`config.mk`:
```
export PLATFORM = sky130hd
export DESIGN_NAME = lru_cache_miss_counter_unit_flat
export DESIGN_NICKNAME = d
export VERILOG_FILES = /design/src/hdl/lcmc_pkg.sv /design/src/hdl/lcmc_req_if.sv /design/src/hdl/lcmc_rsp_if.sv /design/src/hdl/lru_cache_miss_counter_unit.sv /design/src/flat_wrapper.sv
export VERILOG_INCLUDE_DIRS = /design/src /design/src/hdl
export SDC_FILE = /design/constraint.sdc
export NUM_CORES = 1
export LEC_CHECK = 0
export ABC_AREA = 1
export BUFFER_PORTS_ARGS = -buffer_cell sky130_fd_sc_hd__buf_2
export CAP_MARGIN = 20
export CORE_UTILIZATION = 60
export CTS_BUF_LIST = sky130_fd_sc_hd__clkbuf_16
export CTS_CLUSTER_DIAMETER = 80
export DETAILED_ROUTE_END_ITERATION = 10
export GPL_ROUTABILITY_DRIVEN = 1
export PLACE_DENSITY = 0.75
export SKIP_CTS_REPAIR_TIMING = 1
export SYNTH_ARGS = -nofsm -noshare
export SYNTH_HDL_FRONTEND = slang
export SYNTH_SLANG_ARGS = --single-unit
```
`constraint.sdc`:
```
create_clock -name clock -period 8.95 [get_ports clock]
set_input_delay 1.3425 -clock clock [delete_from_list [all_inputs] [get_ports clock]]
set_output_delay 1.3425 -clock clock [all_outputs]
set_load 0.005 [all_outputs]
```
`src/hdl/lru_cache_miss_counter_unit_assert.svh`:
```
// Assertion shorthands for the LRU miss counter; clock and reset come from the including module.
`ifndef LRU_CACHE_MISS_COUNTER_UNIT_ASSERT_SVH
`define LRU_CACHE_MISS_COUNTER_UNIT_ASSERT_SVH

// Same-cycle implication.
`define LCMC_ASSERT_NOW(label, ante, cons, msg) \
   label: assert property (@(posedge clock) disable iff (reset) (ante) |-> (cons)) \
      else $error(msg);

// Next-cycle implication.
`define LCMC_ASSERT_NEXT(label, ante, cons, msg) \
   label: assert property (@(posedge clock) disable iff (reset) (ante) |=> (cons)) \
      else $error(msg);

`endif

```
`src/hdl/lcmc_pkg.sv`:
```
package lcmc_pkg;

   // default geometry
   localparam int LCMC_DEPTH     = 16;
   localparam int LCMC_KEY_WIDTH = 32;

   // fixed field widths
   localparam int ACCESS_KEY_WIDTH = 32;
   localparam int OCCUPANCY_WIDTH  = 5;
   localparam int MISS_COUNT_WIDTH = 32;
   localparam int CAPACITY_WIDTH   = 5;

   localparam logic [CAPACITY_WIDTH-1:0]   CAPACITY_RESET = CAPACITY_WIDTH'(16);
   localparam logic [MISS_COUNT_WIDTH-1:0] MISS_MAX       = '1;

endpackage

```
`src/hdl/lcmc_req_if.sv`:
```
interface lcmc_req_if;
   import lcmc_pkg::*;

   logic                               valid;
   logic                               ready;
   logic signed [ACCESS_KEY_WIDTH-1:0] access_key;

   modport source (output valid, output access_key, input ready);
   modport sink   (input valid, input access_key, output ready);
endinterface

```
`src/hdl/lcmc_rsp_if.sv`:
```
interface lcmc_rsp_if;
   import lcmc_pkg::*;

   logic                               valid;
   logic                               ready;
   logic                               hit;
   logic                               evicted;
   logic signed [ACCESS_KEY_WIDTH-1:0] evicted_key;
   logic [OCCUPANCY_WIDTH-1:0]         occupancy;
   logic [MISS_COUNT_WIDTH-1:0]        miss_count;

   modport source (output valid, output hit, output evicted, output evicted_key,
                   output occupancy, output miss_count, input ready);
   modport sink   (input valid, input hit, input evicted, input evicted_key,
                   input occupancy, input miss_count, output ready);
endinterface

```
`src/hdl/lru_cache_miss_counter_unit.sv`:
```
// One item is in work at a time: a new one is taken only after the last is written back;
// the scan reads the resident keys through the single key memory, one entry per cycle.
// A waiting result does not block taking or scanning the next item, only its write-back.
// Reset (synchronous, active high) clears occupancy, miss count, ring head and capacity
// (to 16); the key memory keeps its contents and needs no clearing pass.
`include "lru_cache_miss_counter_unit_assert.svh"

module lru_cache_miss_counter_unit #(
   parameter int DEPTH     = lcmc_pkg::LCMC_DEPTH,
   parameter int KEY_WIDTH = lcmc_pkg::LCMC_KEY_WIDTH
) (
   input  logic                                clock,
   input  logic                                reset,
   lcmc_req_if.sink                            req_ch,
   lcmc_rsp_if.source                          rsp_ch,
   input  logic                                csr_wr_en,
   input  logic [lcmc_pkg::CAPACITY_WIDTH-1:0] csr_wr_data
);
   import lcmc_pkg::*;

   localparam int ADDR_W = (DEPTH > 1) ? $clog2(DEPTH) : 1;
   localparam int CNT_W  = $clog2(DEPTH + 1);
   localparam int SUM_W  = CNT_W + 1;

   // The keys sit in a ring: logical entry 0 (least recent) lives at slot head_ff,
   // entry i at slot head_ff + i, wrapped. Eviction then only advances the head; a hit
   // closes the gap by copying each later entry one place down during the scan.
   typedef enum logic [1:0] {ST_IDLE, ST_SCAN, ST_FINISH} state_type;

   // Map a logical position to a memory slot. The sum stays below 2*DEPTH, so one
   // compare and subtract wraps it.
   function automatic logic [ADDR_W-1:0] slot_of(input logic [ADDR_W-1:0] head,
                                                 input logic [CNT_W-1:0]  idx);
      logic [SUM_W-1:0] sum;
      sum = SUM_W'(head) + SUM_W'(idx);
      if (sum >= SUM_W'(DEPTH)) begin
         sum = sum - SUM_W'(DEPTH);
      end
      return sum[ADDR_W-1:0];
   endfunction

   // key memory, one read and one write port, registered read data
   logic [KEY_WIDTH-1:0] key_mem [DEPTH];
   logic [KEY_WIDTH-1:0] rd_data_ff;
   logic                 rd_en;
   logic [ADDR_W-1:0]    rd_addr;
   logic                 wr_en;
   logic [ADDR_W-1:0]    wr_addr;
   logic [KEY_WIDTH-1:0] wr_data;

   // control state
   state_type                   state_ff, state_in;
   logic [CNT_W-1:0]            scan_idx_ff, scan_idx_in;
   logic                        pend_ff, pend_in;
   logic [CNT_W-1:0]            pend_idx_ff, pend_idx_in;
   logic                        found_ff, found_in;
   logic [KEY_WIDTH-1:0]        key_ff, key_in;
   logic [KEY_WIDTH-1:0]        ev_key_ff, ev_key_in;
   logic [ADDR_W-1:0]           head_ff, head_in;
   logic [CNT_W-1:0]            count_ff, count_in;
   logic [MISS_COUNT_WIDTH-1:0] misses_ff, misses_in;
   logic [CAPACITY_WIDTH-1:0]   capacity_ff, capacity_in;

   // result register
   logic                        rsp_valid_ff, rsp_valid_in;
   logic                        rsp_hit_ff, rsp_hit_in;
   logic                        rsp_evicted_ff, rsp_evicted_in;
   logic [ACCESS_KEY_WIDTH-1:0] rsp_ev_key_ff, rsp_ev_key_in;
   logic [OCCUPANCY_WIDTH-1:0]  rsp_occ_ff, rsp_occ_in;
   logic [MISS_COUNT_WIDTH-1:0] rsp_misses_ff, rsp_misses_in;

   logic [CNT_W-1:0] eff_cap;
   logic [63:0]      in_wide;
   logic [63:0]      ev_wide;
   logic [31:0]      occ_wide;
   logic             load;
   logic             miss;
   logic             evict;

   assign req_ch.ready       = (state_ff == ST_IDLE);
   assign rsp_ch.valid       = rsp_valid_ff;
   assign rsp_ch.hit         = rsp_hit_ff;
   assign rsp_ch.evicted     = rsp_evicted_ff;
   assign rsp_ch.evicted_key = signed'(rsp_ev_key_ff);
   assign rsp_ch.occupancy   = rsp_occ_ff;
   assign rsp_ch.miss_count  = rsp_misses_ff;

   // Keys are kept in their low KEY_WIDTH bits, taken from the zero-extended field.
   assign in_wide = {32'b0, req_ch.access_key};
   assign ev_wide = 64'(ev_key_ff);

   // Clamp capacity: zero counts as one, anything above DEPTH as DEPTH.
   always_comb begin
      if (capacity_ff == '0) begin
         eff_cap = CNT_W'(1);
      end else if (32'(capacity_ff) > DEPTH) begin
         eff_cap = CNT_W'(DEPTH);
      end else begin
         eff_cap = CNT_W'(capacity_ff);
      end
   end

   assign load  = !rsp_valid_ff || rsp_ch.ready;
   assign miss  = !found_ff;
   assign evict = miss && (count_ff >= eff_cap);

   always_comb begin
      state_in       = state_ff;
      scan_idx_in    = scan_idx_ff;
      pend_in        = 1'b0;
      pend_idx_in    = pend_idx_ff;
      found_in       = found_ff;
      key_in         = key_ff;
      ev_key_in      = ev_key_ff;
      head_in        = head_ff;
      count_in       = count_ff;
      misses_in      = misses_ff;
      capacity_in    = csr_wr_en ? csr_wr_data : capacity_ff;
      rsp_valid_in   = rsp_valid_ff && !rsp_ch.ready;
      rsp_hit_in     = rsp_hit_ff;
      rsp_evicted_in = rsp_evicted_ff;
      rsp_ev_key_in  = rsp_ev_key_ff;
      rsp_occ_in     = rsp_occ_ff;
      rsp_misses_in  = rsp_misses_ff;
      rd_en          = 1'b0;
      rd_addr        = slot_of(head_ff, scan_idx_ff);
      wr_en          = 1'b0;
      wr_addr        = slot_of(head_ff, pend_idx_ff - CNT_W'(1));
      wr_data        = rd_data_ff;
      occ_wide       = 32'(count_ff);

      unique case (state_ff)
         ST_IDLE: begin
            // take the next key and start the scan at the least-recent end
            if (req_ch.valid) begin
               key_in      = in_wide[KEY_WIDTH-1:0];
               found_in    = 1'b0;
               scan_idx_in = '0;
               state_in    = ST_SCAN;
            end
         end
         ST_SCAN: begin
            // issue one read a cycle while entries remain
            if (scan_idx_ff != count_ff) begin
               rd_en       = 1'b1;
               scan_idx_in = scan_idx_ff + CNT_W'(1);
               pend_in     = 1'b1;
               pend_idx_in = scan_idx_ff;
            end else begin
               state_in = ST_FINISH;
            end
            // examine the entry read last cycle
            if (pend_ff) begin
               if (found_ff) begin
                  // behind the hit: shift one place toward the least-recent end
                  wr_en = 1'b1;
               end else if (rd_data_ff == key_ff) begin
                  found_in = 1'b1;
               end
               if (pend_idx_ff == '0) begin
                  ev_key_in = rd_data_ff;
               end
            end
         end
         ST_FINISH: begin
            // hold until the result register is free, then write back and report
            if (load) begin
               wr_en   = 1'b1;
               wr_data = key_ff;
               wr_addr = found_ff ? slot_of(head_ff, count_ff - CNT_W'(1))
                                  : slot_of(head_ff, count_ff);
               if (evict) begin
                  head_in = slot_of(head_ff, CNT_W'(1));
               end else if (miss) begin
                  count_in = count_ff + CNT_W'(1);
               end
               if (miss && (misses_ff != MISS_MAX)) begin
                  misses_in = misses_ff + MISS_COUNT_WIDTH'(1);
               end
               occ_wide       = 32'(count_in);
               rsp_valid_in   = 1'b1;
               rsp_hit_in     = found_ff;
               rsp_evicted_in = evict;
               rsp_ev_key_in  = evict ? ev_wide[ACCESS_KEY_WIDTH-1:0] : '0;
               rsp_occ_in     = occ_wide[OCCUPANCY_WIDTH-1:0];
               rsp_misses_in  = misses_in;
               state_in       = ST_IDLE;
            end
         end
         default: begin
            state_in = ST_IDLE;
         end
      endcase
   end

   always_ff @(posedge clock) begin
      if (reset) begin
         state_ff     <= ST_IDLE;
         scan_idx_ff  <= '0;
         pend_ff      <= 1'b0;
         found_ff     <= 1'b0;
         head_ff      <= '0;
         count_ff     <= '0;
         misses_ff    <= '0;
         capacity_ff  <= CAPACITY_RESET;
         rsp_valid_ff <= 1'b0;
      end else begin
         state_ff     <= state_in;
         scan_idx_ff  <= scan_idx_in;
         pend_ff      <= pend_in;
         found_ff     <= found_in;
         head_ff      <= head_in;
         count_ff     <= count_in;
         misses_ff    <= misses_in;
         capacity_ff  <= capacity_in;
         rsp_valid_ff <= rsp_valid_in;
      end
      pend_idx_ff    <= pend_idx_in;
      key_ff         <= key_in;
      ev_key_ff      <= ev_key_in;
      rsp_hit_ff     <= rsp_hit_in;
      rsp_evicted_ff <= rsp_evicted_in;
      rsp_ev_key_ff  <= rsp_ev_key_in;
      rsp_occ_ff     <= rsp_occ_in;
      rsp_misses_ff  <= rsp_misses_in;
   end

   // key memory: registered read, data valid in the cycle after the address
   always_ff @(posedge clock) begin
      if (rd_en) begin
         rd_data_ff <= key_mem[rd_addr];
      end
      if (wr_en) begin
         key_mem[wr_addr] <= wr_data;
      end
   end

   `LCMC_ASSERT_NOW(a_count_bound, 1'b1, 32'(count_ff) <= DEPTH, "occupancy above depth")
   `LCMC_ASSERT_NEXT(a_misses_monotonic, 1'b1, misses_ff >= $past(misses_ff), "miss count fell")
   `LCMC_ASSERT_NOW(a_evict_is_miss, rsp_valid_ff && rsp_evicted_ff, !rsp_hit_ff, "evict on hit")
   `LCMC_ASSERT_NOW(a_hit_has_entry, (state_ff == ST_FINISH) && found_ff, count_ff != '0, "hit in empty cache")
   `LCMC_ASSERT_NOW(a_read_in_range, rd_en, scan_idx_ff < count_ff, "scan read past occupancy")

endmodule

```
`src/flat_wrapper.sv`:
```
// flat-port wrapper written by rule: the top's interface ports become plain ports
module lru_cache_miss_counter_unit_flat import lcmc_pkg::*;
#(
   parameter int DEPTH     = lcmc_pkg::LCMC_DEPTH,
   parameter int KEY_WIDTH = lcmc_pkg::LCMC_KEY_WIDTH
)
  (clock, reset, csr_wr_en, csr_wr_data, req_ch_valid, req_ch_access_key, req_ch_ready, rsp_ch_valid, rsp_ch_hit, rsp_ch_evicted, rsp_ch_evicted_key, rsp_ch_occupancy, rsp_ch_miss_count, rsp_ch_ready);
  lcmc_req_if req_ch_i ();
  lcmc_rsp_if rsp_ch_i ();
  input  logic clock;
  input  logic reset;
  input  logic csr_wr_en;
  input  logic [lcmc_pkg::CAPACITY_WIDTH-1:0] csr_wr_data;
  input wire logic [$bits(req_ch_i.valid)-1:0] req_ch_valid;
  input wire logic [$bits(req_ch_i.access_key)-1:0] req_ch_access_key;
  output wire logic [$bits(req_ch_i.ready)-1:0] req_ch_ready;
  output wire logic [$bits(rsp_ch_i.valid)-1:0] rsp_ch_valid;
  output wire logic [$bits(rsp_ch_i.hit)-1:0] rsp_ch_hit;
  output wire logic [$bits(rsp_ch_i.evicted)-1:0] rsp_ch_evicted;
  output wire logic [$bits(rsp_ch_i.evicted_key)-1:0] rsp_ch_evicted_key;
  output wire logic [$bits(rsp_ch_i.occupancy)-1:0] rsp_ch_occupancy;
  output wire logic [$bits(rsp_ch_i.miss_count)-1:0] rsp_ch_miss_count;
  input wire logic [$bits(rsp_ch_i.ready)-1:0] rsp_ch_ready;
  assign req_ch_i.valid = req_ch_valid;
  assign req_ch_i.access_key = req_ch_access_key;
  assign req_ch_ready = req_ch_i.ready;
  assign rsp_ch_valid = rsp_ch_i.valid;
  assign rsp_ch_hit = rsp_ch_i.hit;
  assign rsp_ch_evicted = rsp_ch_i.evicted;
  assign rsp_ch_evicted_key = rsp_ch_i.evicted_key;
  assign rsp_ch_occupancy = rsp_ch_i.occupancy;
  assign rsp_ch_miss_count = rsp_ch_i.miss_count;
  assign rsp_ch_i.ready = rsp_ch_ready;
  lru_cache_miss_counter_unit #(.DEPTH(DEPTH), .KEY_WIDTH(KEY_WIDTH)) u_core (.clock(clock), .reset(reset), .req_ch(req_ch_i), .rsp_ch(rsp_ch_i), .csr_wr_en(csr_wr_en), .csr_wr_data(csr_wr_data));
endmodule
```
# After elaboration in Yosys (flattened, before gate mapping)
# Memory sizes are Yosys's and may differ from the RTL's. A register that Yosys moved wholly into a read port is not among the register bits.
# Index checks and enable logic that the tools add are counted.
# W data, S select, Z words.
dict set report op_classes {
  add_sub_neg 15
  mul 0
  div_mod_pow 0
  magnitude_cmp 7
  n_eq_ne 10
  shift 0
  muxes 37
  n_bitwise 0
  n_reduce_logical 19
}
# operator n
set ops {}
lappend ops {{$mux W32} 3}
lappend ops {{$add A32 B1 Y32 const B} 1}
lappend ops {{$eq A32 B32 Y1} 1}
lappend ops {{$mux W4} 8}
lappend ops {{$ne A32 B32 Y1 const B} 1}
lappend ops {{$mux W5} 6}
lappend ops {{$add A4 B5 Y6} 4}
lappend ops {{$ge A6 B5 Y1 const B} 4}
lappend ops {{$sub A4 B1 Y4 const B} 5}
lappend ops {{$reduce_and A3 Y1} 5}
lappend ops {{$mux W1} 13}
lappend ops {{$add A5 B1 Y5 const B} 2}
lappend ops {{$logic_not A5 Y1} 2}
lappend ops {{$pmux W5 S2} 1}
lappend ops {{$sub A5 B1 Y5 const B} 2}
lappend ops {{$mux W2} 3}
lappend ops {{$ne A2 B1 Y1 const B} 3}
lappend ops {{$pmux W2 S3} 1}
lappend ops {{$reduce_and A2 Y1} 3}
lappend ops {{$add A4 B1 Y5 const B} 1}
lappend ops {{$ge A5 B5 Y1} 1}
lappend ops {{$ge A5 B5 Y1 const B} 1}
lappend ops {{$gt A5 B5 Y1 const B} 1}
lappend ops {{$ne A5 B5 Y1} 1}
lappend ops {{other kinds (9)} 15}
dict set report word_totals {
  ff_bits 196
  latch_bits 0
  ramBits 512
  rom_bits 0
  inputBits 42
  output_inout_bits 73
  word_cells 106
  mem_count 1
}
# memory words width read_ports rd_ports_with_merged_regs wr line
set memory_table {}
lappend memory_table {u_core.key_mem 16 32 1 1 1 lru_cache_miss_counter_unit.sv:43} ;# logic [KEY_WIDTH-1:0] key_mem [DEPTH];

# Longest topological paths before layout
# Gate-level depths: netlist of run 1.
dict set report logic_depth {
  depth_word 7
  depth_mapped 16
  depth_no_buf 16
}

# Worst setup path before layout of run 1
# No wires, ideal clock.
dict set report synth_path {
  path_kind {input to register}
  start {input rsp_ch_ready}
  end {memory u_core.key_mem[0][18] in the netlist's numbering, data pin}
  setup_time_ns 0.209
  t_arrival_ns 4.348
  required_time_ns 8.741
  slack_ns 4.393
  cell_stages 6
  path_buffers 2
  cell_sequence {nor2_1 > nor2_1 > clkbuf_1 > clkbuf_1 > nand2_1 > nand2_1}
}
dict set report synth_between {
  elab_chain_cells 3
}
# item line
set synth_lines {}
lappend synth_lines {{start, declared} flat_wrapper.sv:23} ;# input wire logic [$bits(rsp_ch_i.ready)-1:0] rsp_ch_ready;
lappend synth_lines {{$logic_or A1 B1 Y1} lru_cache_miss_counter_unit.sv:103} ;# assign load = !rsp_valid_ff || rsp_ch.ready;
lappend synth_lines {{$mux W32} lru_cache_miss_counter_unit.sv:167} ;# if (load) begin
lappend synth_lines {{$mux W32} lru_cache_miss_counter_unit.sv:132} ;# unique case (state_ff)
lappend synth_lines {{net u_core.wr_data[18]} lru_cache_miss_counter_unit.sv:49} ;# logic [KEY_WIDTH-1:0] wr_data;
lappend synth_lines {{end, declared} lru_cache_miss_counter_unit.sv:43}
# The timed path passes the listed nets, and every way through them passes these cells.

# Worst setup path in the final report of run 1
dict set report layout_path {
  start {register u_core.found_ff}
  end {memory u_core.key_mem[7][15] in the netlist's numbering (enable)}
}
dict set report layout_between {
  elab_chain_cells 5
  elab_cells_between_ends 8
  cone_classes {8 x mux}
}
# item line
set layout_lines {}
lappend layout_lines {{start, declared} lru_cache_miss_counter_unit.sv:56} ;# logic found_ff, found_in;
lappend layout_lines {{start signal, assigned} lru_cache_miss_counter_unit.sv:211} ;# found_ff <= found_in;
lappend layout_lines {{$mux W1} lru_cache_miss_counter_unit.sv:154} ;# if (found_ff) begin
lappend layout_lines {{$mux W1} lru_cache_miss_counter_unit.sv:153} ;# if (pend_ff) begin
lappend layout_lines {{$pmux W1 S2} lru_cache_miss_counter_unit.sv:132}
lappend layout_lines {{$mux W1} lru_cache_miss_counter_unit.sv:233} ;# if (wr_en) begin
lappend layout_lines {{$mux W1 (not written as such)} lru_cache_miss_counter_unit.sv:234} ;# key_mem[wr_addr] <= wr_data;
# Parallel ways exist; a longest one is shown, timed or not.

==> metrics.csv, run 1 <==
stage,metric,value,unit
global_routing,vias in the first global route,18700,
yosys,number of synthesized flops with an enable pin,684,
timing,Fin. Hold Viols,0,
clock_network,clk root buf,clkbuf_16,
timing,TNS Setup,0,ps
hold_path,WHS Path Cells,0,
yosys,XOR/XNOR Fraction of Synth Area,1.50,%
timing,unrepaired setup endpoints after global routing,no,
clock_network,"Clk Latency, worst-skew pair",610,ps
clock_network,CTS tree,done,
yosys,mux cell area share after synthesis,4.09,%
timing,WHS,452,ps
die,initial core utilization,60.9,%
yosys,syn_area_per_cell,12.0,sq um
clock_network,deepest clock path buffer count,3,
yosys,Synthesized Nets,2672,
detailed_routing,WL/cell,19.9,microns
clock_network,H-tree Lvls,3,
clock_network,CTS Buf Count,73,
worst_setup_path,critical path required time,9170,ps
worst_setup_path,Crit. End Element,register,
worst_setup_path,Critical R2R Launch,u_core.found_ff,
die,IO Pins,115,
worst_setup_path,r2r endpoint,u_core.key_mem[7][15],
detailed_routing,routed vias,19700,
yosys,ys flop type,edfxtp_1,
yosys,Synth Area in Adders,1.11,%
worst_setup_path,Reg2Reg Setup Slack,4720,ps
hold_path,Hold Path Sink,u_core.ev_key_ff[22],
worst_setup_path,CP arrival,4450,ps
global_routing,total global-route track usage,25.7,%
timing,Tmin final,4230,ps
pwr,Leak Pwr,13.0,nW
layout,Antenna Diode Count,0,
yosys,Synth Instances,2604,
detailed_routing,Post-Route WL,68500,microns
place,post-detail-place hpwl,40400,microns
yosys,"Async S/R FF share, synth",0,%
global_routing,remaining global-route overflow,0,
pwr,peak supply drop,0.271,mV
timing,Slew @ Worst Pin,1110,ps
worst_setup_path,r2r worst-path depth,10,
die,number of cell rows,83,
place,Final GP Congestion,0.925,
layout,P&R area growth vs syn,12.4,%
die,core area,51500,sq um
timing,Worst Skew,18.5,ps
yosys,area share of the largest cell type after synthesis,65.5,%
global_routing,initial antenna violation count,0,
die,full die area,53200,sq um
layout,"Core Util, Final",68.4,%
hold_path,Hold WC Path Type,reg -> reg,
timing,"Period Utilization, post-route",47.3,%
yosys,library cells used by synthesis,34,
die,chip width,231,microns
detailed_routing,post-route ant nets,0,
die,Die Y,231,microns
yosys,post-synthesis compound-gate area fraction,8.90,%
yosys,Synth Area in Simple Gates,9.88,%
run,Max Cap Viol,0,
pwr,PwrDens,287,nW/um^2
timing,Max Freq,236,MHz
layout,"most common cell after layout, fill and taps aside",edfxtp_1,
detailed_routing,Pre-Repair DR Iteration Count,6,
timing,Slew HR,26.1,%
global_routing,first-pass GRT wire length,104000,microns
layout,Nets,2775,
global_routing,largest net degree at the start of global routing,221,
yosys,"area leader, netlist",edfxtp_1,
yosys,sequential fraction of the synthesis area,69.1,%
layout,filler cell count,3589,
clock_network,clock slew at reported path FFs,60,ps
clock_network,CTS sink count,740,
worst_setup_path,maximum fanout along the worst path,32,
timing,Slew Limit Fails,0,
detailed_routing,Starting DRT DRC Count,2072,
yosys,Post-Syn Area,31400,sq um
detailed_routing,Vias/cell,5.73,
worst_setup_path,CP Class,reg -> reg,
detailed_routing,post-route DRC violation count,0,
timing,setup violators final,0,
yosys,Synth area leaders,"edfxtp_1 66%, nand2_1 5.0%, mux2i_1 4.1%",
worst_setup_path,Worst setup SP type,register,
outcome,outcome,"complete, no violations",
layout,most frequent cells in the layout,"684 x edfxtp_1, 414 x nand2_1, 309 x inv_1",
yosys,largest family of logic cells by synthesized area,simple AND/OR/NAND/NOR gates,
hold_path,Hold Crit Start,u_core.rd_data_ff[22],
place,Port Buffers,114,
yosys,Syn. warnings,0,
layout,share of cells above drive strength 1,11.7,%
yosys,Yosys reg bits,740,
[Yosys cell counts (4+ instances only)]
| library cell | number |
|---|---|
| a21oi_1 | 171 |
| buf_1 | 10 |
| buf_2 | 23 |
| buf_4 | 17 |
| buf_6 | 4 |
| clkbuf_1 | 67 |
| dfxtp_1 | 56 |
| edfxtp_1 | 684 |
| ha_1 | 23 |
| inv_1 | 293 |
| mux2i_1 | 128 |
| nand2_1 | 415 |
| nand2_2 | 32 |
| nand3_1 | 117 |
| nand4_1 | 7 |
| nor2_1 | 159 |
| o211ai_1 | 128 |
| o21ai_0 | 166 |
| o21ai_1 | 27 |
| or2_2 | 7 |
| xnor2_1 | 25 |
| xor2_1 | 27 |
[registers in the layout, summed over array words and instances (netlist names), 4 cells and up]
name                       count
u_core.rd_data_ff             32
u_core.scan_idx_ff             5
u_core.misses_ff              32
u_core.key_ff                 32
u_core.ev_key_ff              32
u_core.pend_idx_ff             5
u_core.rsp_ch.occupancy        5
u_core.rsp_ch.evicted_key     32
u_core.capacity_ff             5
u_core.head_ff                 4
u_core.rsp_ch.miss_count      32
u_core.key_mem               512
u_core.count_ff                5
[critical path, cell delays in order (launching register included)]
cell and delay, ps:
dfxtp_1 380, inv_1 500, nor2_1 140, nor2_1 200
inv_1 70, ha_1 180, inv_1 80, fa_1 430
o21ai_0 420, nand3_1 450, nor2_4 990
[stage by stage]
stage          setup WS (ps)  cells  power, mW  instance area (sq um)
4_1_cts                 4700   3430       10.1                  35000
2_1_floorplan           4390   2604       6.41                  31400
6_report                4720   3442       10.1                  35300
3_3_place_gp            4570   3295       7.08                  32500
3_5_place_dp            4390   3300       7.18                  32700
5_1_grt                 4550   3442       10.6                  35300
[routing by layer]
| metal | vias up | wire [microns] | track usage, % |
|---|---|---|---|
| li1 | 9315 | - | - |
| met1 | 9527 | 28000 | 33.5 |
| met2 | 755 | 34000 | 43.8 |
| met3 | 137 | 4340 | 3.94 |
| met4 | 0 | 2210 | 9.83 |
| met5 | - | 0 | 0 |
[logic make-up (layout without fill, tap and decap cells)]
family	count (synthesis)	after routing
simple gates	745	745
fa+ha+maj	26	26
flops	740	740
xor+xnor	53	53
mux	128	128
buf+inv	419	577
compound gates	493	493
[worst max path at each step]
stage	slack [ps]	startpoint	depth (start not counted)	end
finish	4720	u_core.found_ff	10	u_core.key_mem[7][15]
global placement	4570	rsp_ch_ready	8	u_core.key_mem[2][10]
CTS	4700	u_core.found_ff	10	u_core.key_mem[2][13]
floorplan	4390	rsp_ch_ready	6	u_core.key_mem[0][18]
detailed placement	4390	rsp_ch_ready	9	u_core.key_mem[13][17]
global route	4550	u_core.found_ff	13	u_core.key_mem[2][9]
[layout make-up]
class                   count  area [sq um]  share of cell area (%)
well taps                 680           851                    2.41
clock inverters            55           424                    1.20
inverters                 295          1110                    3.15
clock buffers              75          1880                    5.32
flip-flops and latches    740         21700                    61.4
multi-input cells        1445          8170                    23.2
repair buffers            152          1160                    3.29
[power breakdown]
group | switching, mW | total (mW) | internal, mW
Combinational | 1.81 | 2.57 | 0.763
Sequential | 0.161 | 4.59 | 4.43
Clock | 1.26 | 2.96 | 1.70
Total | 3.23 | 10.1 | 6.89
No activity file was read; power rests on OpenSTA's default activity.
==> inputs of run 2 (changes only) <==
clock period = 3.9 ns   (was 8.95 ns; I/O delays follow)
==> run 2 against run 1 <==
Sequential power increased by 130%. Worst setup slack got worse by 4400 ps. Critical endpoint is now u_core.key_mem[6][30]. Die area unchanged. Largest cell class unchanged.
==> metrics.csv, run 2 (synthesized netlist as in run 1, its figures left out) <==
stage,metric,value,unit,change
outcome,outcome,"complete, no violations",,unchanged
layout,number of flip-flops in the largest register,512,,unchanged
worst_setup_path,Critical R2R Launch,u_core.count_ff[0],,was u_core.found_ff
timing,Tmin final,3620,ps,was 4230 ps
clock_network,CTS Buf Count,74,,was 73
global_routing,initial antenna violation count,1,,was 0
pwr,Leak Pwr,13.1,nW,was 13.0 nW
timing,Slew HR,22.8,%,was 26.1%
layout,P&R area growth vs syn,13.1,%,was 12.4%
worst_setup_path,r2r worst-path depth,9,,was 10
clock_network,clk root buf,clkbuf_16,,unchanged
worst_setup_path,r2r endpoint,u_core.key_mem[6][30],,was u_core.key_mem[7][15]
worst_setup_path,cells along the critical path,inv_1 -> ha_1 -> o21ai_0 -> inv_1 -> fa_1 -> o21ai_0 -> nand3_1 -> buf_4 -> nor2_2,,was inv_1 -> nor2_1 -> nor2_1 -> inv_1 -> ha_1 -> inv_1 -> fa_1 -> o21ai_0 -> nand3_1 -> nor2_4
die,chip width,231,microns,unchanged
layout,Nets,2804,,was 2775
die,core area,51500,sq um,unchanged
timing,Max Freq,276,MHz,was 236 MHz
worst_setup_path,Bufs and invs on worst path,3,,unchanged
place,pre-CTS WS,153,ps,was 4390 ps
worst_setup_path,CP Class,reg -> reg,,unchanged
die,IO Pins,115,,unchanged
global_routing,largest net degree at the start of global routing,129,,was 221
worst_setup_path,Setup crit start,u_core.count_ff[0],,was u_core.found_ff
worst_setup_path,maximum fanout along the worst path,13,,was 32
worst_setup_path,critical path required time,4120,ps,was 9170 ps
layout,filler cell count,3578,,was 3589
timing,unrepaired setup endpoints after global routing,no,,unchanged
clock_network,clock slew at reported path FFs,60,ps,about the same
layout,"Core Util, Final",68.8,%,was 68.4%
detailed_routing,post-route DRC violation count,0,,unchanged
timing,Worst Skew,27.4,ps,was 18.5 ps
worst_setup_path,Crit. End Element,register,,unchanged
timing,setup violators final,0,,unchanged
worst_setup_path,CP arrival,3840,ps,was 4450 ps
detailed_routing,Starting DRT DRC Count,2454,,was 2072
place,Final GP Congestion,0.928,,was 0.925
run,Max Cap Viol,0,,unchanged
layout,"most common cell after layout, fill and taps aside",edfxtp_1,,unchanged
clock_network,deepest clock path buffer count,3,,unchanged
layout,share of cells above drive strength 1,12.7,%,was 11.7%
worst_setup_path,Worst setup endpoint,u_core.key_mem[6][30],,was u_core.key_mem[7][15]
timing,"Period Utilization, post-route",92.9,%,was 47.3%
layout,area occupied by multi-input gates,8190,sq um,was 8170 sq um
timing,Slew Limit Fails,0,,unchanged
clock_network,H-tree Lvls,3,,unchanged
die,full die area,53200,sq um,unchanged
worst_setup_path,Worst path slowest cell,nor2_2,,was nor2_4
global_routing,vias in the first global route,19600,,was 18700
timing,Fin. Hold Viols,0,,unchanged
worst_setup_path,CP max stage delay,880,ps,was 990 ps
place,post-detail-place hpwl,42600,microns,was 40400 microns
timing,Slew @ Worst Pin,1160,ps,was 1110 ps
die,initial core utilization,60.9,%,unchanged
clock_network,CTS tree,done,,unchanged
pwr,total power,23.7,mW,was 10.1 mW
global_routing,first-pass GRT wire length,111000,microns,was 104000 microns
timing,TNS Setup,0,ps,unchanged
global_routing,remaining global-route overflow,0,,unchanged
place,Placed Area,33000,sq um,was 32700 sq um
timing,setup ws final,279,ps,was 4720 ps
detailed_routing,post-route ant nets,0,,unchanged
clock_network,"Clk Latency, worst-skew pair",620,ps,was 610 ps
layout,register area,21700,sq um,unchanged
die,Die Y,231,microns,unchanged
layout,post-layout instance area,35500,sq um,was 35300 sq um
worst_setup_path,Reg2Reg Setup Slack,280,ps,was 4720 ps
clock_network,CTS sink count,740,,unchanged
detailed_routing,Vias/cell,5.83,,was 5.73
hold_path,Hold WC Path Type,in -> reg,,was reg -> reg
layout,Antenna Diode Count,0,,unchanged
layout,Reg with most FFs,u_core.key_mem,,unchanged
pwr,peak supply drop,0.463,mV,was 0.271 mV
detailed_routing,Post-Route WL,73400,microns,was 68500 microns
global_routing,total global-route track usage,27.6,%,was 25.7%
detailed_routing,routed vias,20200,,was 19700
layout,most frequent cells in the layout,"684 x edfxtp_1, 414 x nand2_1, 303 x inv_1",,"was 684 x edfxtp_1, 414 x nand2_1, 309 x inv_1"
pwr,PwrDens,668,nW/um^2,was 287 nW/um^2
detailed_routing,Pre-Repair DR Iteration Count,7,,was 6
worst_setup_path,Worst setup SP type,register,,unchanged
die,number of cell rows,83,,unchanged
place,Port Buffers,114,,unchanged
detailed_routing,WL/cell,21.1,microns,was 19.9 microns
worst_setup_path,critical path depth,9,,was 10
worst_setup_path,"CP delay by family, top",simple AND/OR/NAND/NOR gates,,unchanged
==> run 2: changes by cell type in the layout (fill, tap and decap cells not counted), moves of 2 or more <==
cell,before,now
buf_16,12,4
buf_12,5,15
nor2_2,2,4
inv_1,309,303
o21ai_1,29,33
clkinvlp_4,0,4
clkinv_1,14,18
buf_4,21,44
o21ai_0,164,160
==> run 2: power by group <==
group	internal [mW]	leakage, nW	switching (mW)
combinational	1.88	5.22	4.43
clock	3.88	1.18	2.96
sequential	10.2	6.65	0.364
total	15.9	13.1	7.76
==> run 2: metrics by stage <==
step / hold WS (ps) / std cells
final: 132 / 3473
after global routing: 120 / 3473
after CTS: 109 / 3466
after detailed placement: 440 / 3333
after global placement: 438 / 3330
after floorplan: 407 / 2604
==> run 2: area by class of cell <==
cell class              instances  share of cell area [%]
repair buffers                178                    3.73
multi-input cells            1447                    23.1
well taps                     680                    2.40
clock buffers                  76                    5.36
inverters                     295                    3.13
flip-flops and latches        740                    61.1
clock inverters                57                    1.19
==> run 2: how the worst min path moves through the flow <==
stage                     slack, ps  depth (start not counted)             startpoint                     to
after global placement          440                          0  u_core.rd_data_ff[31]   u_core.ev_key_ff[31]
after global routing            120                          1  req_ch_access_key[16]      u_core.key_ff[16]
after floorplan                 410                          0  u_core.scan_idx_ff[3]  u_core.pend_idx_ff[3]
after detailed placement        440                          0  u_core.rd_data_ff[22]   u_core.ev_key_ff[22]
final                           130                          1  req_ch_access_key[16]      u_core.key_ff[16]
after CTS                       110                          1  req_ch_access_key[15]      u_core.key_ff[15]
==> run 2: per-layer routing <==
metal	track usage (%)	wire length, microns
met5	0	0
met4	10.7	2300
met3	4.09	5500
met2	46.1	36400
met1	36.8	29200
==> inputs of run 3 (changes only) <==
CORE_UTILIZATION = 40   (was 60)
PLACE_DENSITY = 0.53   (was 0.75)
==> run 3 against run 2 <==
Cell area rose by 2.7%. Register-to-register slack about the same. Sequential share of layout area down 1.6 points. First-iteration DRC count is 42% lower. Clock skew fell by 2.2 ps. Largest power group unchanged. Highest routed layer is now met5.
==> metrics.csv, run 3 (synthesized netlist as in run 1, its figures left out) <==
stage,metric,value,unit,change
layout,area occupied by multi-input gates,8170,sq um,was 8190 sq um
clock_network,clock slew at reported path FFs,60,ps,about the same
timing,Max Freq,277,MHz,was 276 MHz
detailed_routing,Post-Route WL,77400,microns,was 73400 microns
pwr,peak supply drop,0.359,mV,was 0.463 mV
clock_network,H-tree Lvls,3,,unchanged
layout,Reg with most FFs,u_core.key_mem,,unchanged
timing,Fin. Hold Viols,0,,unchanged
place,Port Buffers,114,,unchanged
layout,"Core Util, Final",47.0,%,was 68.8%
worst_setup_path,CP Class,reg -> reg,,unchanged
timing,setup ws final,294,ps,was 279 ps
detailed_routing,WL/cell,20.0,microns,was 21.1 microns
worst_setup_path,Worst path slowest cell,nor2_4,,was nor2_2
pwr,Leak Pwr,13.3,nW,was 13.1 nW
detailed_routing,post-route ant nets,0,,unchanged
timing,"Period Utilization, post-route",92.5,%,was 92.9%
timing,setup violators final,0,,unchanged
hold_path,Hold WC Path Type,in -> reg,,unchanged
timing,Tmin final,3610,ps,was 3620 ps
timing,Slew @ Worst Pin,1090,ps,was 1160 ps
clock_network,CTS Buf Count,80,,was 74
detailed_routing,routed vias,19600,,was 20200
pwr,PwrDens,681,nW/um^2,was 668 nW/um^2
die,core area,77500,sq um,was 51500 sq um
run,Max Cap Viol,0,,unchanged
global_routing,first-pass GRT wire length,117000,microns,was 111000 microns
die,chip width,282,microns,was 231 microns
die,Die Y,282,microns,was 231 microns
layout,most frequent cells in the layout,"684 x edfxtp_1, 414 x nand2_1, 309 x inv_1",,"was 684 x edfxtp_1, 414 x nand2_1, 303 x inv_1"
timing,unrepaired setup endpoints after global routing,no,,unchanged
clock_network,CTS tree,done,,unchanged
global_routing,vias in the first global route,19100,,was 19600
timing,TNS Setup,0,ps,unchanged
global_routing,largest net degree at the start of global routing,88,,was 129
die,number of cell rows,102,,was 83
layout,number of flip-flops in the largest register,512,,unchanged
timing,Worst Skew,25.2,ps,was 27.4 ps
timing,WHS,141,ps,was 132 ps
global_routing,remaining global-route overflow,0,,unchanged
global_routing,initial antenna violation count,3,,was 1
layout,P&R area growth vs syn,16.1,%,was 13.1%
die,IO Pins,115,,unchanged
timing,Slew Limit Fails,0,,unchanged
clock_network,"Clk Latency, worst-skew pair",620,ps,about the same
clock_network,deepest clock path buffer count,3,,unchanged
layout,Nets,2821,,was 2804
worst_setup_path,critical path required time,4120,ps,about the same
outcome,outcome,"complete, no violations",,unchanged
worst_setup_path,maximum fanout along the worst path,32,,was 13
layout,share of cells above drive strength 1,13.6,%,was 12.7%
place,pre-CTS WS,236,ps,was 153 ps
die,full die area,79500,sq um,was 53200 sq um
clock_network,CTS sink count,740,,unchanged
detailed_routing,Vias/cell,5.08,,was 5.83
worst_setup_path,cells along the critical path,inv_1 -> nor2_1 -> nor2_1 -> inv_1 -> ha_1 -> inv_1 -> fa_1 -> o21ai_0 -> inv_1 -> nand3_1 -> buf_4 -> nor2_4,,was inv_1 -> ha_1 -> o21ai_0 -> inv_1 -> fa_1 -> o21ai_0 -> nand3_1 -> buf_4 -> nor2_2
detailed_routing,Starting DRT DRC Count,1412,,was 2454
layout,register area,21700,sq um,unchanged
worst_setup_path,Worst setup SP type,register,,unchanged
worst_setup_path,Crit. End Element,register,,unchanged
timing,Slew HR,27.3,%,was 22.8%
detailed_routing,Pre-Repair DR Iteration Count,5,,was 7
worst_setup_path,CP arrival,3830,ps,was 3840 ps
global_routing,total global-route track usage,19.7,%,was 27.6%
layout,"most common cell after layout, fill and taps aside",edfxtp_1,,unchanged
detailed_routing,post-route DRC violation count,0,,unchanged
worst_setup_path,CP most frequent cell,inv_1,,
die,initial core utilization,40.5,%,was 60.9%
layout,filler cell count,6960,,was 3578
clock_network,clk root buf,clkbuf_16,,unchanged
worst_setup_path,CP max stage delay,780,ps,was 880 ps
place,Final GP Congestion,0.920,,was 0.928
place,post-detail-place hpwl,49100,microns,was 42600 microns
## run 3: worst paths after layout
check | depth (start not counted) | endpoint | slack (ps) | from
worst max register to register | 12 | u_core.key_mem[5][10] | 290 | u_core.found_ff
worst min register to register | 0 | u_core.ev_key_ff[31] | 450 | u_core.rd_data_ff[31]
worst max-delay path | 12 | u_core.key_mem[5][10] | 290 | u_core.found_ff
worst min-delay path | 1 | u_core.key_ff[24] | 140 | req_ch_access_key[24]
## run 3: per-layer routing
metal | vias up | global-route usage [%] | part of all wire (%) | wire [microns]
met2 | 474 | 31.8 | 47 | 36200
met4 | 2 | 5.57 | 2.0 | 1530
met3 | 89 | 2.81 | 5.0 | 3900
met1 | 9631 | 27.7 | 46 | 35700
met5 | - | 0 | 0.0078 | 6
li1 | 9406 | - | - | -
## run 3: layout make-up
cell class,count,share of cell area (%)
Antenna cell,1,0.00687
Clock buffer,83,5.70
Clock inverter,65,1.69
Inverter,295,3.05
Multi-Input combinational cell,1445,22.4
Sequential cell,740,59.5
Tap cell,1040,3.57
Timing Repair Buffer,191,4.04
## run 3: critical path, delay by kind of cell, from the launching register on
family	cells	cell delay, ps
buffers and inverters	5	660
AO/OA/AOI/OAI	1	170
flip-flops	1	450
AND/OR/NAND/NOR	4	1270
adder cells (fa/ha/maj)	2	620
## run 3: metrics by stage
step / power, mW / instance area, sq um / instances
floorplan: 14.7 / 31400 / 2604
global placement: 17.2 / 33600 / 3706
detailed placement: 17.3 / 33600 / 3708
CTS: 25.1 / 36300 / 3856
global route: 26.0 / 36400 / 3859
finish: 24.8 / 36400 / 3860
## run 3: where the power goes
group          switching (mW)  leakage, nW  internal, mW
clock network            3.08         1.40          4.65
registers               0.393         6.65          10.2
logic                    4.61         5.29          1.90
